[src/rtl/core/nsg_pkg.sv]
// Shared widths, constants and saturating scale functions for the smooth number generator.
`timescale 1ns / 1ps

package nsg_pkg;

    localparam int VALUE_W       = 40;
    localparam int INDEX_W       = 12;
    localparam int MAX_N_DEFAULT = 2048;

    localparam logic [VALUE_W-1:0] VALUE_MAX = {VALUE_W{1'b1}};
    localparam logic [VALUE_W-1:0] VALUE_ONE = VALUE_W'(1);

    // Products carry three guard bits; any of them set means the value saturates.
    function automatic logic [VALUE_W-1:0] f_sat(input logic [VALUE_W+2:0] p);
        return (p[VALUE_W+2:VALUE_W] != 3'b000) ? VALUE_MAX : p[VALUE_W-1:0];
    endfunction

    function automatic logic [VALUE_W-1:0] f_times2(input logic [VALUE_W-1:0] v);
        return f_sat({2'b00, v, 1'b0});
    endfunction

    function automatic logic [VALUE_W-1:0] f_times3(input logic [VALUE_W-1:0] v);
        return f_sat({3'b000, v} + {2'b00, v, 1'b0});
    endfunction

    function automatic logic [VALUE_W-1:0] f_times5(input logic [VALUE_W-1:0] v);
        return f_sat({3'b000, v} + {1'b0, v, 2'b00});
    endfunction

endpackage

[src/rtl/core/nsg_ctrl.sv]
// Sequencer that extends the sequence store by a three-way merge and answers queries.
`timescale 1ns / 1ps

module nsg_ctrl #(
    parameter int MAX_N = nsg_pkg::MAX_N_DEFAULT,
    parameter int AW    = (MAX_N > 1) ? $clog2(MAX_N) : 1,
    parameter int FW    = $clog2(MAX_N + 1)
) (
    input  logic                        i_clk,
    input  logic                        i_rst_n,
    input  logic                        i_in_valid,
    output logic                        o_in_stall,
    input  logic [FW-1:0]               i_n,
    input  logic                        i_clamp,
    output logic                        o_out_valid,
    input  logic                        i_out_stall,
    output logic [nsg_pkg::VALUE_W-1:0] o_smooth_value,
    output logic                        o_index_clamped,
    output logic                        o_we,
    output logic [AW-1:0]               o_waddr,
    output logic [nsg_pkg::VALUE_W-1:0] o_wdata,
    output logic [AW-1:0]               o_addr_a,
    output logic [AW-1:0]               o_addr_b,
    input  logic [nsg_pkg::VALUE_W-1:0] i_rdata_a,
    input  logic [nsg_pkg::VALUE_W-1:0] i_rdata_b
);
    import nsg_pkg::*;

    typedef enum logic [2:0] {
        S_IDLE,
        S_INIT,
        S_MERGE,
        S_LOAD,
        S_ANSWER
    } t_state;

    t_state             r_state;
    logic [FW-1:0]      r_n;
    logic               r_clamp;
    logic [FW-1:0]      r_fill;
    logic [AW-1:0]      r_ptr2;
    logic [AW-1:0]      r_ptr3;
    logic [AW-1:0]      r_ptr5;
    logic [VALUE_W-1:0] r_c2;
    logic [VALUE_W-1:0] r_c3;
    logic [VALUE_W-1:0] r_c5;
    logic [VALUE_W-1:0] r_last;
    logic [2:0]         r_pend;
    logic               r_fwd_a;
    logic               r_fwd_b;
    logic               r_out_valid;
    logic [VALUE_W-1:0] r_out_value;
    logic               r_out_clamp;

    logic [VALUE_W-1:0] w_next;
    logic               w_a2;
    logic               w_a3;
    logic               w_a5;
    logic [AW-1:0]      w_p2n;
    logic [AW-1:0]      w_p3n;
    logic [AW-1:0]      w_p5n;
    logic [AW-1:0]      w_pbn;
    logic [AW-1:0]      w_fill_addr;
    logic [FW-1:0]      w_n_minus1;
    logic               w_grow;
    logic               w_out_free;
    logic [VALUE_W-1:0] w_src_a;
    logic [VALUE_W-1:0] w_src_b;

    always_comb begin
        w_next = r_c2;
        if (r_c3 < w_next) begin
            w_next = r_c3;
        end
        if (r_c5 < w_next) begin
            w_next = r_c5;
        end
    end

    assign w_a2        = (r_c2 == w_next);
    assign w_a3        = (r_c3 == w_next);
    assign w_a5        = (r_c5 == w_next);
    assign w_p2n       = r_ptr2 + AW'(1);
    assign w_p3n       = r_ptr3 + AW'(1);
    assign w_p5n       = r_ptr5 + AW'(1);
    // Port B serves the times-three pointer first; times-five is read after it if both move.
    assign w_pbn       = w_a3 ? w_p3n : w_p5n;
    assign w_fill_addr = r_fill[AW-1:0];
    assign w_n_minus1  = r_n - FW'(1);
    assign w_grow      = (r_state == S_MERGE) && (r_fill < r_n);
    assign w_out_free  = !r_out_valid || !i_out_stall;
    // A refetch that hit the entry written in the same cycle takes the written value.
    assign w_src_a     = r_fwd_a ? r_last : i_rdata_a;
    assign w_src_b     = r_fwd_b ? r_last : i_rdata_b;

    always_comb begin
        o_we     = 1'b0;
        o_waddr  = w_fill_addr;
        o_wdata  = w_next;
        o_addr_a = w_p2n;
        o_addr_b = r_ptr5;
        unique case (r_state)
            S_INIT: begin
                o_we    = 1'b1;
                o_waddr = '0;
                o_wdata = VALUE_ONE;
            end
            S_MERGE: begin
                o_we     = w_grow;
                o_addr_a = w_grow ? w_p2n : w_n_minus1[AW-1:0];
                o_addr_b = w_pbn;
            end
            S_ANSWER: begin
                o_addr_a = w_n_minus1[AW-1:0];
            end
            S_IDLE, S_LOAD: begin
                o_addr_b = r_ptr5;
            end
            default: begin
                o_we = 1'b0;
            end
        endcase
    end

    always_ff @(posedge i_clk) begin
        if (!i_rst_n) begin
            r_state     <= S_IDLE;
            r_fill      <= '0;
            r_ptr2      <= '0;
            r_ptr3      <= '0;
            r_ptr5      <= '0;
            r_pend      <= '0;
            r_out_valid <= 1'b0;
        end else begin
            // The answer state reloads the output register itself.
            if (r_out_valid && !i_out_stall && (r_state != S_ANSWER)) begin
                r_out_valid <= 1'b0;
            end
            unique case (r_state)
                S_IDLE: begin
                    if (i_in_valid) begin
                        r_n     <= i_n;
                        r_clamp <= i_clamp;
                        r_state <= (r_fill == '0) ? S_INIT : S_MERGE;
                    end
                end
                S_INIT: begin
                    r_fill  <= FW'(1);
                    r_c2    <= f_times2(VALUE_ONE);
                    r_c3    <= f_times3(VALUE_ONE);
                    r_c5    <= f_times5(VALUE_ONE);
                    r_state <= S_MERGE;
                end
                S_MERGE: begin
                    if (w_grow) begin
                        r_fill  <= r_fill + FW'(1);
                        r_last  <= w_next;
                        r_pend  <= {w_a2, w_a3, w_a5};
                        r_fwd_a <= (w_p2n == w_fill_addr);
                        r_fwd_b <= (w_pbn == w_fill_addr);
                        if (w_a2) begin
                            r_ptr2 <= w_p2n;
                        end
                        if (w_a3) begin
                            r_ptr3 <= w_p3n;
                        end
                        if (w_a5) begin
                            r_ptr5 <= w_p5n;
                        end
                        r_state <= S_LOAD;
                    end else begin
                        r_state <= S_ANSWER;
                    end
                end
                S_LOAD: begin
                    if (r_pend[2]) begin
                        r_c2 <= f_times2(w_src_a);
                    end
                    if (r_pend[1]) begin
                        r_c3 <= f_times3(w_src_b);
                    end else if (r_pend[0]) begin
                        r_c5 <= f_times5(w_src_b);
                    end
                    if (r_pend[1] && r_pend[0]) begin
                        r_pend  <= 3'b001;
                        r_fwd_b <= 1'b0;
                        r_state <= S_LOAD;
                    end else begin
                        r_state <= S_MERGE;
                    end
                end
                S_ANSWER: begin
                    if (w_out_free) begin
                        r_out_valid <= 1'b1;
                        r_out_value <= i_rdata_a;
                        r_out_clamp <= r_clamp;
                        r_state     <= S_IDLE;
                    end
                end
                default: begin
                    r_state <= S_IDLE;
                end
            endcase
        end
    end

    assign o_in_stall      = (r_state != S_IDLE);
    assign o_out_valid     = r_out_valid;
    assign o_smooth_value  = r_out_value;
    assign o_index_clamped = r_out_clamp;

endmodule

[config.mk]
export PLATFORM = sky130hd
export DESIGN_NAME = nsg_ctrl
export DESIGN_NICKNAME = d
export VERILOG_FILES = /design/src/rtl/core/nsg_pkg.sv /design/src/rtl/core/nsg_ctrl.sv
export SDC_FILE = /design/constraint.sdc
export NUM_CORES = 1
export LEC_CHECK = 0
export BUFFER_PORTS_ARGS = -buffer_cell sky130_fd_sc_hd__buf_2
export CAP_MARGIN = 20
export CORE_ASPECT_RATIO = 0.9
export CORE_UTILIZATION = 40
export CTS_CLUSTER_DIAMETER = 30
export CTS_CLUSTER_SIZE = 14
export DETAILED_ROUTE_END_ITERATION = 8
export PLACE_DENSITY = 0.61
export SYNTH_ARGS = -nofsm -noshare
export SYNTH_HDL_FRONTEND = slang
export SYNTH_SLANG_ARGS = --single-unit
[constraint.sdc]
create_clock -name i_clk -period 19.35 [get_ports i_clk]
set_input_delay 0.9675 -clock i_clk [delete_from_list [all_inputs] [get_ports i_clk]]
set_output_delay 0.9675 -clock i_clk [all_outputs]
set_load 0.005 [all_outputs]
==> flow_summary.yaml, run 1 <==
status:
  outcome: "finished, final reports clean"
power:
  fin_total_pwr_uw: 3590
  power.net_switching_uw: 1470
  pwr_density_cell_nw_per_um2: 144
  sw_frac_of_total: 0.409
  static_leakage_uw: 0.0105
  clock_power_share: 0.351
  sequentialPowerShare: 0.222
  ir_drop_mv: 0.0799
  comb_power_share: 0.428
  cell_internal_pwr_uw: 2130
placed_design:
  routabilityCongestion: 1.04
  place_inst: 3013
  io_buffer_count: 213
  dp_hpwl_mm: 56.1
die:
  fp.dieW_um: 241
  io-pin-count: 214
  die_height_um: 217
  initial_core_util: 0.406
  design.core.area_um2: 50600
  row_count: 78
  floorplan_die_area_um2: 52200
clock_network:
  clk_root_buffer_cell: "sky130_fd_sc_hd__clkbuf_16"
  cts_bufs_inserted: 71
  cts_sink_count: 268
  post-cts-setup-buffers: 0
  postCtsHoldBufs: 0
  cts_tree: "done"
  post_cts_resized: 0
  maximum_count_of_clock_buffers_along_a_single_path: 3
  clk-insertion-delay-late_ns: 0.62
  cts.clk_slew.worst_paths_ns: 0.04
  htreeDepth: 3
timing:
  worst-slew-pin-transition_ns: 1.09
  crit_path_time_final_ns: 11.07
  slew_headroom: 0.267
  grt_setup_unrepaired: "false"
  hold_viol: 0
  worst_clock_skew_ns: 0.0215
  sum_neg_setup_slack_ns: 0
  achievable_freq_mhz: 90.4
  maxSlewViolCount: 0
  share_of_the_clock_period_used_by_the_worst_path_after_layout: 0.572
  setup_viol: 0
layout:
  stdcell_count: 3144
  final_layout_size_suffix_gt1_frac: 0.180
  mostFrequentLayoutCell: "sky130_fd_sc_hd__a21oi_1"
  fillerInstances: 4732
  final_cell_mix: "sky130_fd_sc_hd__a21oi_1 (228), sky130_fd_sc_hd__edfxtp_1 (216), sky130_fd_sc_hd__buf_2 (213)"
  design.final.nets: 2680
  multiInputGateArea_um2: 12200
  seqCellArea_um2: 7530
  antennaDiodeCount: 0
  area_growth_pct: 21.4
  final_core_utilization: 0.493
synthesis:
  netlist_top_cells_area: "sky130_fd_sc_hd__edfxtp_1 (32%), sky130_fd_sc_hd__ha_1 (11%), sky130_fd_sc_hd__xnor2_1 (5.9%)"
  synthesis.nets: 2462
  synth_warnings: 0
  netlist-cell-type-count: 88
  synthesis.area_um2: 20500
  synth_async_sr_flop_share: 0
  ys.flop_type: "sky130_fd_sc_hd__edfxtp_1"
  ys_seq_elements: 268
  share_of_the_synthesized_area_in_the_top_cell_type: 0.316
  cell_count_after_synthesis: 2189
  yosys.area.top_type: "sky130_fd_sc_hd__edfxtp_1"
  synth_sequential_area_ratio: 0.367
  synth_enable_flop_cells: 216
  syn_avg_cell_area_um2: 9.37
worst_hold_path:
  min-delay-path-class: "reg2reg"
detailed_routing:
  ant_nets: 0
  routed-via-count: 18424
  finalWirelength_mm: 74.2
  drtPass1Iterations: 5
  routed_via_density: 5.86
  wl_per_cell_um: 23.6
  initialDrtViolationCount: 1617
  drc: 0
setup_path:
  timing.critical_path.arrival_ns: 10.10
  cp-end-kind: "output port"
  timing.setup.critical_path_class: "reg2out"
  timing.critical_path.from_type: "flip-flop"
  worst_ep_required_time_ns: 18.38
  worstPathMaxFanout: 29
run:
  cap_viol_max_count: 0
global_route:
  grt.total_usage: 0.283
  grt_start_max_net_pins: 63
  via_count_of_the_first_global_routing_pass: 17527
  grt-ovfl-total: 0
  global_route_wire_length_before_repair_mm: 110
  grt_antenna_before_repair: 1
[cell usage after synthesis (all sizes together) (4+ instances only)]
master / number
nor3: 47
a31oi: 15
a211o: 5
a31o: 4
o22ai: 20
or2: 12
nand4: 39
xor2: 71
a22oi: 21
a221o: 10
edfxtp: 216
buf: 21
dfxtp: 52
o21a: 14
xnor2: 137
nor2: 174
o31ai: 4
nand2: 99
nand2b: 12
nor2b: 15
mux2: 36
or3: 19
a21boi: 7
nand3: 64
nor4: 22
or4: 9
ha: 174
a21o: 63
o22a: 7
a221oi: 9
a2111oi: 5
mux2i: 88
inv: 132
a211oi: 23
and3: 23
a21oi: 230
o21ai: 127
clkbuf: 72
o221ai: 15
nor3b: 5
and2: 17
o21bai: 7
[worst max-delay path, stage by stage (launching register included)]
cell and delay, ns:
sky130_fd_sc_hd__edfxtp_1 0.40, sky130_fd_sc_hd__inv_1 0.11, sky130_fd_sc_hd__ha_1 0.35, sky130_fd_sc_hd__nand4_2 0.23, sky130_fd_sc_hd__nor4_4 0.41, sky130_fd_sc_hd__nand2_2 0.15
sky130_fd_sc_hd__a31oi_1 0.43, sky130_fd_sc_hd__nor3_2 0.09, sky130_fd_sc_hd__buf_4 0.26, sky130_fd_sc_hd__mux2i_1 0.61, sky130_fd_sc_hd__ha_1 0.42, sky130_fd_sc_hd__a2111oi_0 0.38
sky130_fd_sc_hd__o21ai_0 0.14, sky130_fd_sc_hd__o221ai_1 0.22, sky130_fd_sc_hd__o211ai_1 0.25, sky130_fd_sc_hd__a41o_1 0.32, sky130_fd_sc_hd__a31oi_4 0.86, sky130_fd_sc_hd__nor2_4 0.24
sky130_fd_sc_hd__buf_4 0.34, sky130_fd_sc_hd__a21oi_1 0.53, sky130_fd_sc_hd__xor2_1 0.29, sky130_fd_sc_hd__or4_4 0.62, sky130_fd_sc_hd__or4_4 0.65, sky130_fd_sc_hd__nor2_1 0.63
sky130_fd_sc_hd__nor3_1 0.11, sky130_fd_sc_hd__a21oi_1 0.15, sky130_fd_sc_hd__o22ai_1 0.09, sky130_fd_sc_hd__buf_2 0.15
[power by group through the flow]
stage	Combinational, µW	Sequential (µW)	Clock (µW)
finish	1540	798	1260
global placement	1500	802	0
global route	1650	802	1310
floorplan	963	772	0
CTS	1510	794	1280
detailed placement	1500	802	0
[metrics by stage]
step | instance area [µm²] | setup WS [ns] | hold slack, ns
3_3_place_gp | 22300 | 9.31 | 0.414
3_5_place_dp | 22300 | 9.23 | 0.413
6_report | 24900 | 8.28 | 0.430
4_1_cts | 24900 | 8.53 | 0.437
5_1_grt | 24900 | 7.86 | 0.438
2_1_floorplan | 20500 | 11.74 | 0.400
[final timing paths]
| path | start | end | slack, ns | cells after the start |
|---|---|---|---|---|
| hold reg to reg | r_clamp | o_index_clamped | 0.43 | 0 |
| hold / removal | r_clamp | o_index_clamped | 0.43 | 0 |
| setup / recovery | r_c2[38] | o_addr_b[8] | 8.28 | 27 |
| setup reg to reg | r_c2[38] | r_fwd_b | 9.06 | 27 |
[final cells by class]
class | instances | share of cell area
multi-input combinational | 1696 | 0.490
sequential | 268 | 0.302
clock buffer | 81 | 0.0754
timing repair buffer | 238 | 0.0511
tap | 680 | 0.0342
clock inverter | 49 | 0.0275
inverter | 132 | 0.0199
[metal layers]
layer	vias up	wire length (µm)	part of all wire	track usage
li1	8596	-	-	-
met1	8985	35100	0.47	0.415
met2	727	31500	0.43	0.411
met3	116	5480	0.074	0.0545
met4	0	2060	0.028	0.0966
met5	-	0	0	0
[flip-flops by register name, summed over array words and instances, names as in the netlist]
name	cells
r_ptr5	11
r_fwd_a	1
r_ptr2	11
r_n	12
r_last	40
o_smooth_value	40
r_c2	40
r_c3	40
o_index_clamped	1
r_ptr3	11
r_fwd_b	1
o_out_valid	1
r_clamp	1
r_pend	3
r_c5	40
r_fill	12
r_state	3
[logic make-up (layout without fill, tap and decap cells)]
kind of cell	Yosys count	after routing	synth area share
AO/OA/AOI/OAI	619	619	0.190
XOR/XNOR	208	208	0.0888
adder cells (fa/ha/maj)	176	176	0.108
buffers and inverters	225	500	0.0433
flip-flops	268	268	0.367
multiplexers	124	124	0.0627
AND/OR/NAND/NOR	569	569	0.140
Power figures use the tool's default switching activity.
==> inputs of run 2 (changes only) <==
- PLACE_DENSITY: 0.61 -> 0.63
- clock period: 19.35 -> 10 ns (I/O delays scaled with it)
==> run 2 against run 1 <==
Critical path depth is 1 higher. Global-route usage is 0.57 points higher. Critical path type unchanged. Largest cell class unchanged. Total power is 100% higher. Largest power group unchanged. First-iteration DRC count is 3.8% higher. Final cell count is 2.5% higher. Critical endpoint is now o_addr_b[2]. Sequential cell count stayed put. Clock power is 110% higher. Via count is 1.9% higher. Register-to-register slack worse by 8.3 ns. Highest routed layer unchanged. Combinational power is 100% higher.
==> flow_summary.yaml, run 2 (synthesis results as in run 1) <==
timing:
  hold_viol: 0
  slew_headroom: 0.246
  worst-slew-pin-transition_ns: 1.13
  grt_setup_unrepaired: "false"
  share_of_the_clock_period_used_by_the_worst_path_after_layout: 0.972
  setup_viol: 0
  sum_neg_setup_slack_ns: 0
  worst_clock_skew_ns: 0.0189
  layout_setup_ws_ns: 0.283
  final.hold.worst_slack_ns: 0.0667
  maxSlewViolCount: 0
  achievable_freq_mhz: 103
  crit_path_time_final_ns: 9.72
worst_hold_path:
  timing.hold.worst_path_depth: 1
  worstHoldEndpoint: "r_n[10]"
  min-delay-path-class: "in2reg"
  launch_instance_of_the_worst_min_delay_path: "i_n[10]"
detailed_routing:
  initialDrtViolationCount: 1678
  ant_nets: 0
  finalWirelength_mm: 76.4
  routed-via-count: 18775
  routed_via_density: 5.83
  drtPass1Iterations: 6
  wl_per_cell_um: 23.7
  drc: 0
setup_path:
  timing.critical_path.arrival_ns: 9.22
  critPathMaxStageDelay_ns: 0.69
  worst_ep_required_time_ns: 9.50
  timing.setup.critical_path_class: "reg2out"
  timing.rr.start: "r_c2[38]"
  critPathSlowestCell: "sky130_fd_sc_hd__a311oi_4"
  cp-end-kind: "output port"
  reg2reg_to: "r_fwd_b"
  worstPathMaxFanout: 13
  timing.critical_path.from_type: "flip-flop"
  timing.reg2reg.worst_path_depth: 26
  r2r_setup_slack_ns: 0.72
  timing.critical_path.mode_cell: "sky130_fd_sc_hd__buf_4"
global_route:
  grt-ovfl-total: 0
  grt_start_max_net_pins: 61
  grt_antenna_before_repair: 1
  via_count_of_the_first_global_routing_pass: 18126
  global_route_wire_length_before_repair_mm: 113
  grt.total_usage: 0.289
clock_network:
  htreeDepth: 3
  maximum_count_of_clock_buffers_along_a_single_path: 3
  cts_tree: "done"
  cts_sink_count: 268
  cts.clk_slew.worst_paths_ns: 0.04
  clk_root_buffer_cell: "sky130_fd_sc_hd__clkbuf_16"
  post_cts_resized: 0
  cts_bufs_inserted: 76
  clk-insertion-delay-late_ns: 0.61
layout:
  area_growth_pct: 25.1
  final_core_utilization: 0.508
  final_cell_mix: "sky130_fd_sc_hd__a21oi_1 (228), sky130_fd_sc_hd__edfxtp_1 (216), sky130_fd_sc_hd__buf_2 (213)"
  antennaDiodeCount: 0
  fillerInstances: 4791
  final_layout_size_suffix_gt1_frac: 0.207
  design.final.nets: 2753
  final_cell_area_um2: 25700
  mostFrequentLayoutCell: "sky130_fd_sc_hd__a21oi_1"
die:
  floorplan_die_area_um2: 52200
  initial_core_util: 0.406
  io-pin-count: 214
  fp.dieW_um: 241
  row_count: 78
  design.core.area_um2: 50600
  die_height_um: 217
run:
  cap_viol_max_count: 0
placed_design:
  io_buffer_count: 213
  dpl-instance-area_um2: 22800
  dp_hpwl_mm: 58.1
  pre_cts_ws_ns: 0.782
  routabilityCongestion: 1.04
power:
  pwr_density_cell_nw_per_um2: 285
  sequentialPowerShare: 0.212
  comb_power_share: 0.426
  static_leakage_uw: 0.0110
  power.net_switching_uw: 2900
  cell_internal_pwr_uw: 4420
  sw_frac_of_total: 0.396
  ir_drop_mv: 0.212
  clock_power_share: 0.362
status:
  outcome: "finished, final reports clean"
## run 2: cell types whose count changed in the layout (fill, tap and decap cells not counted), moves of 2 or more
cell | before | now
sky130_fd_sc_hd__clkinv_4 | 0 | 8
sky130_fd_sc_hd__bufinv_16 | 13 | 18
sky130_fd_sc_hd__clkbuf_16 | 73 | 77
sky130_fd_sc_hd__inv_16 | 3 | 1
sky130_fd_sc_hd__buf_12 | 0 | 2
sky130_fd_sc_hd__clkbuf_1 | 6 | 4
sky130_fd_sc_hd__buf_4 | 24 | 89
## run 2: final cells by class
type / count / area, µm² / area share
clock buffer: 82 / 1960 / 0.0762
timing repair buffer: 305 / 1800 / 0.0702
clock inverter: 58 / 823 / 0.0321
tap: 680 / 851 / 0.0332
multi-input combinational: 1697 / 12200 / 0.476
inverter: 132 / 495 / 0.0193
sequential: 268 / 7530 / 0.293
## run 2: worst max-delay path by stage
stage	slack (ns)	to	startpoint
2_1_floorplan	2.86	o_addr_b[6]	r_c3[38]
3_3_place_gp	0.92	r_fwd_b	r_c2[36]
3_5_place_dp	0.78	r_fwd_b	r_c2[36]
4_1_cts	0.26	o_addr_b[2]	r_c2[36]
5_1_grt	0.03	o_addr_b[2]	r_c2[38]
6_report	0.28	o_addr_b[2]	r_c2[38]
## run 2: what timing repair did
action | CTS | global route
hold buffers | 0 | 0
endpoints found under the setup margin | 0 | 5
setup buffers | 0 | 0
## run 2: per-stage QoR
step / total power, µW / instances
after global routing: 7620 / 3222
final: 7320 / 3222
after CTS: 7280 / 3220
after detailed placement: 4600 / 3080
after global placement: 4590 / 3079
after floorplan: 3360 / 2189
## run 2: layer usage
layer,GRT usage,part of all wire
met5,0,0
met2,0.440,0.44
met3,0.0498,0.068
met4,0.110,0.034
met1,0.405,0.46
## run 2: power by group through the flow
stage	logic [µW]	registers (µW)	clock network [µW]
final	3120	1550	2650
after global routing	3340	1560	2730
after CTS	3060	1550	2680
after detailed placement	3030	1560	0
after global placement	3030	1560	0
after floorplan	1860	1490	0
## run 2: critical path: cells and delay by family (launching register included)
| family | cells | cell delay [ns] |
|---|---|---|
| muxes | 2 | 0.69 |
| DFF | 1 | 0.43 |
| buffers and inverters | 5 | 0.98 |
| AOI/OAI and AO/OA | 9 | 2.87 |
| and+or+nand+nor | 10 | 2.86 |
| adders and majority gates | 2 | 0.77 |
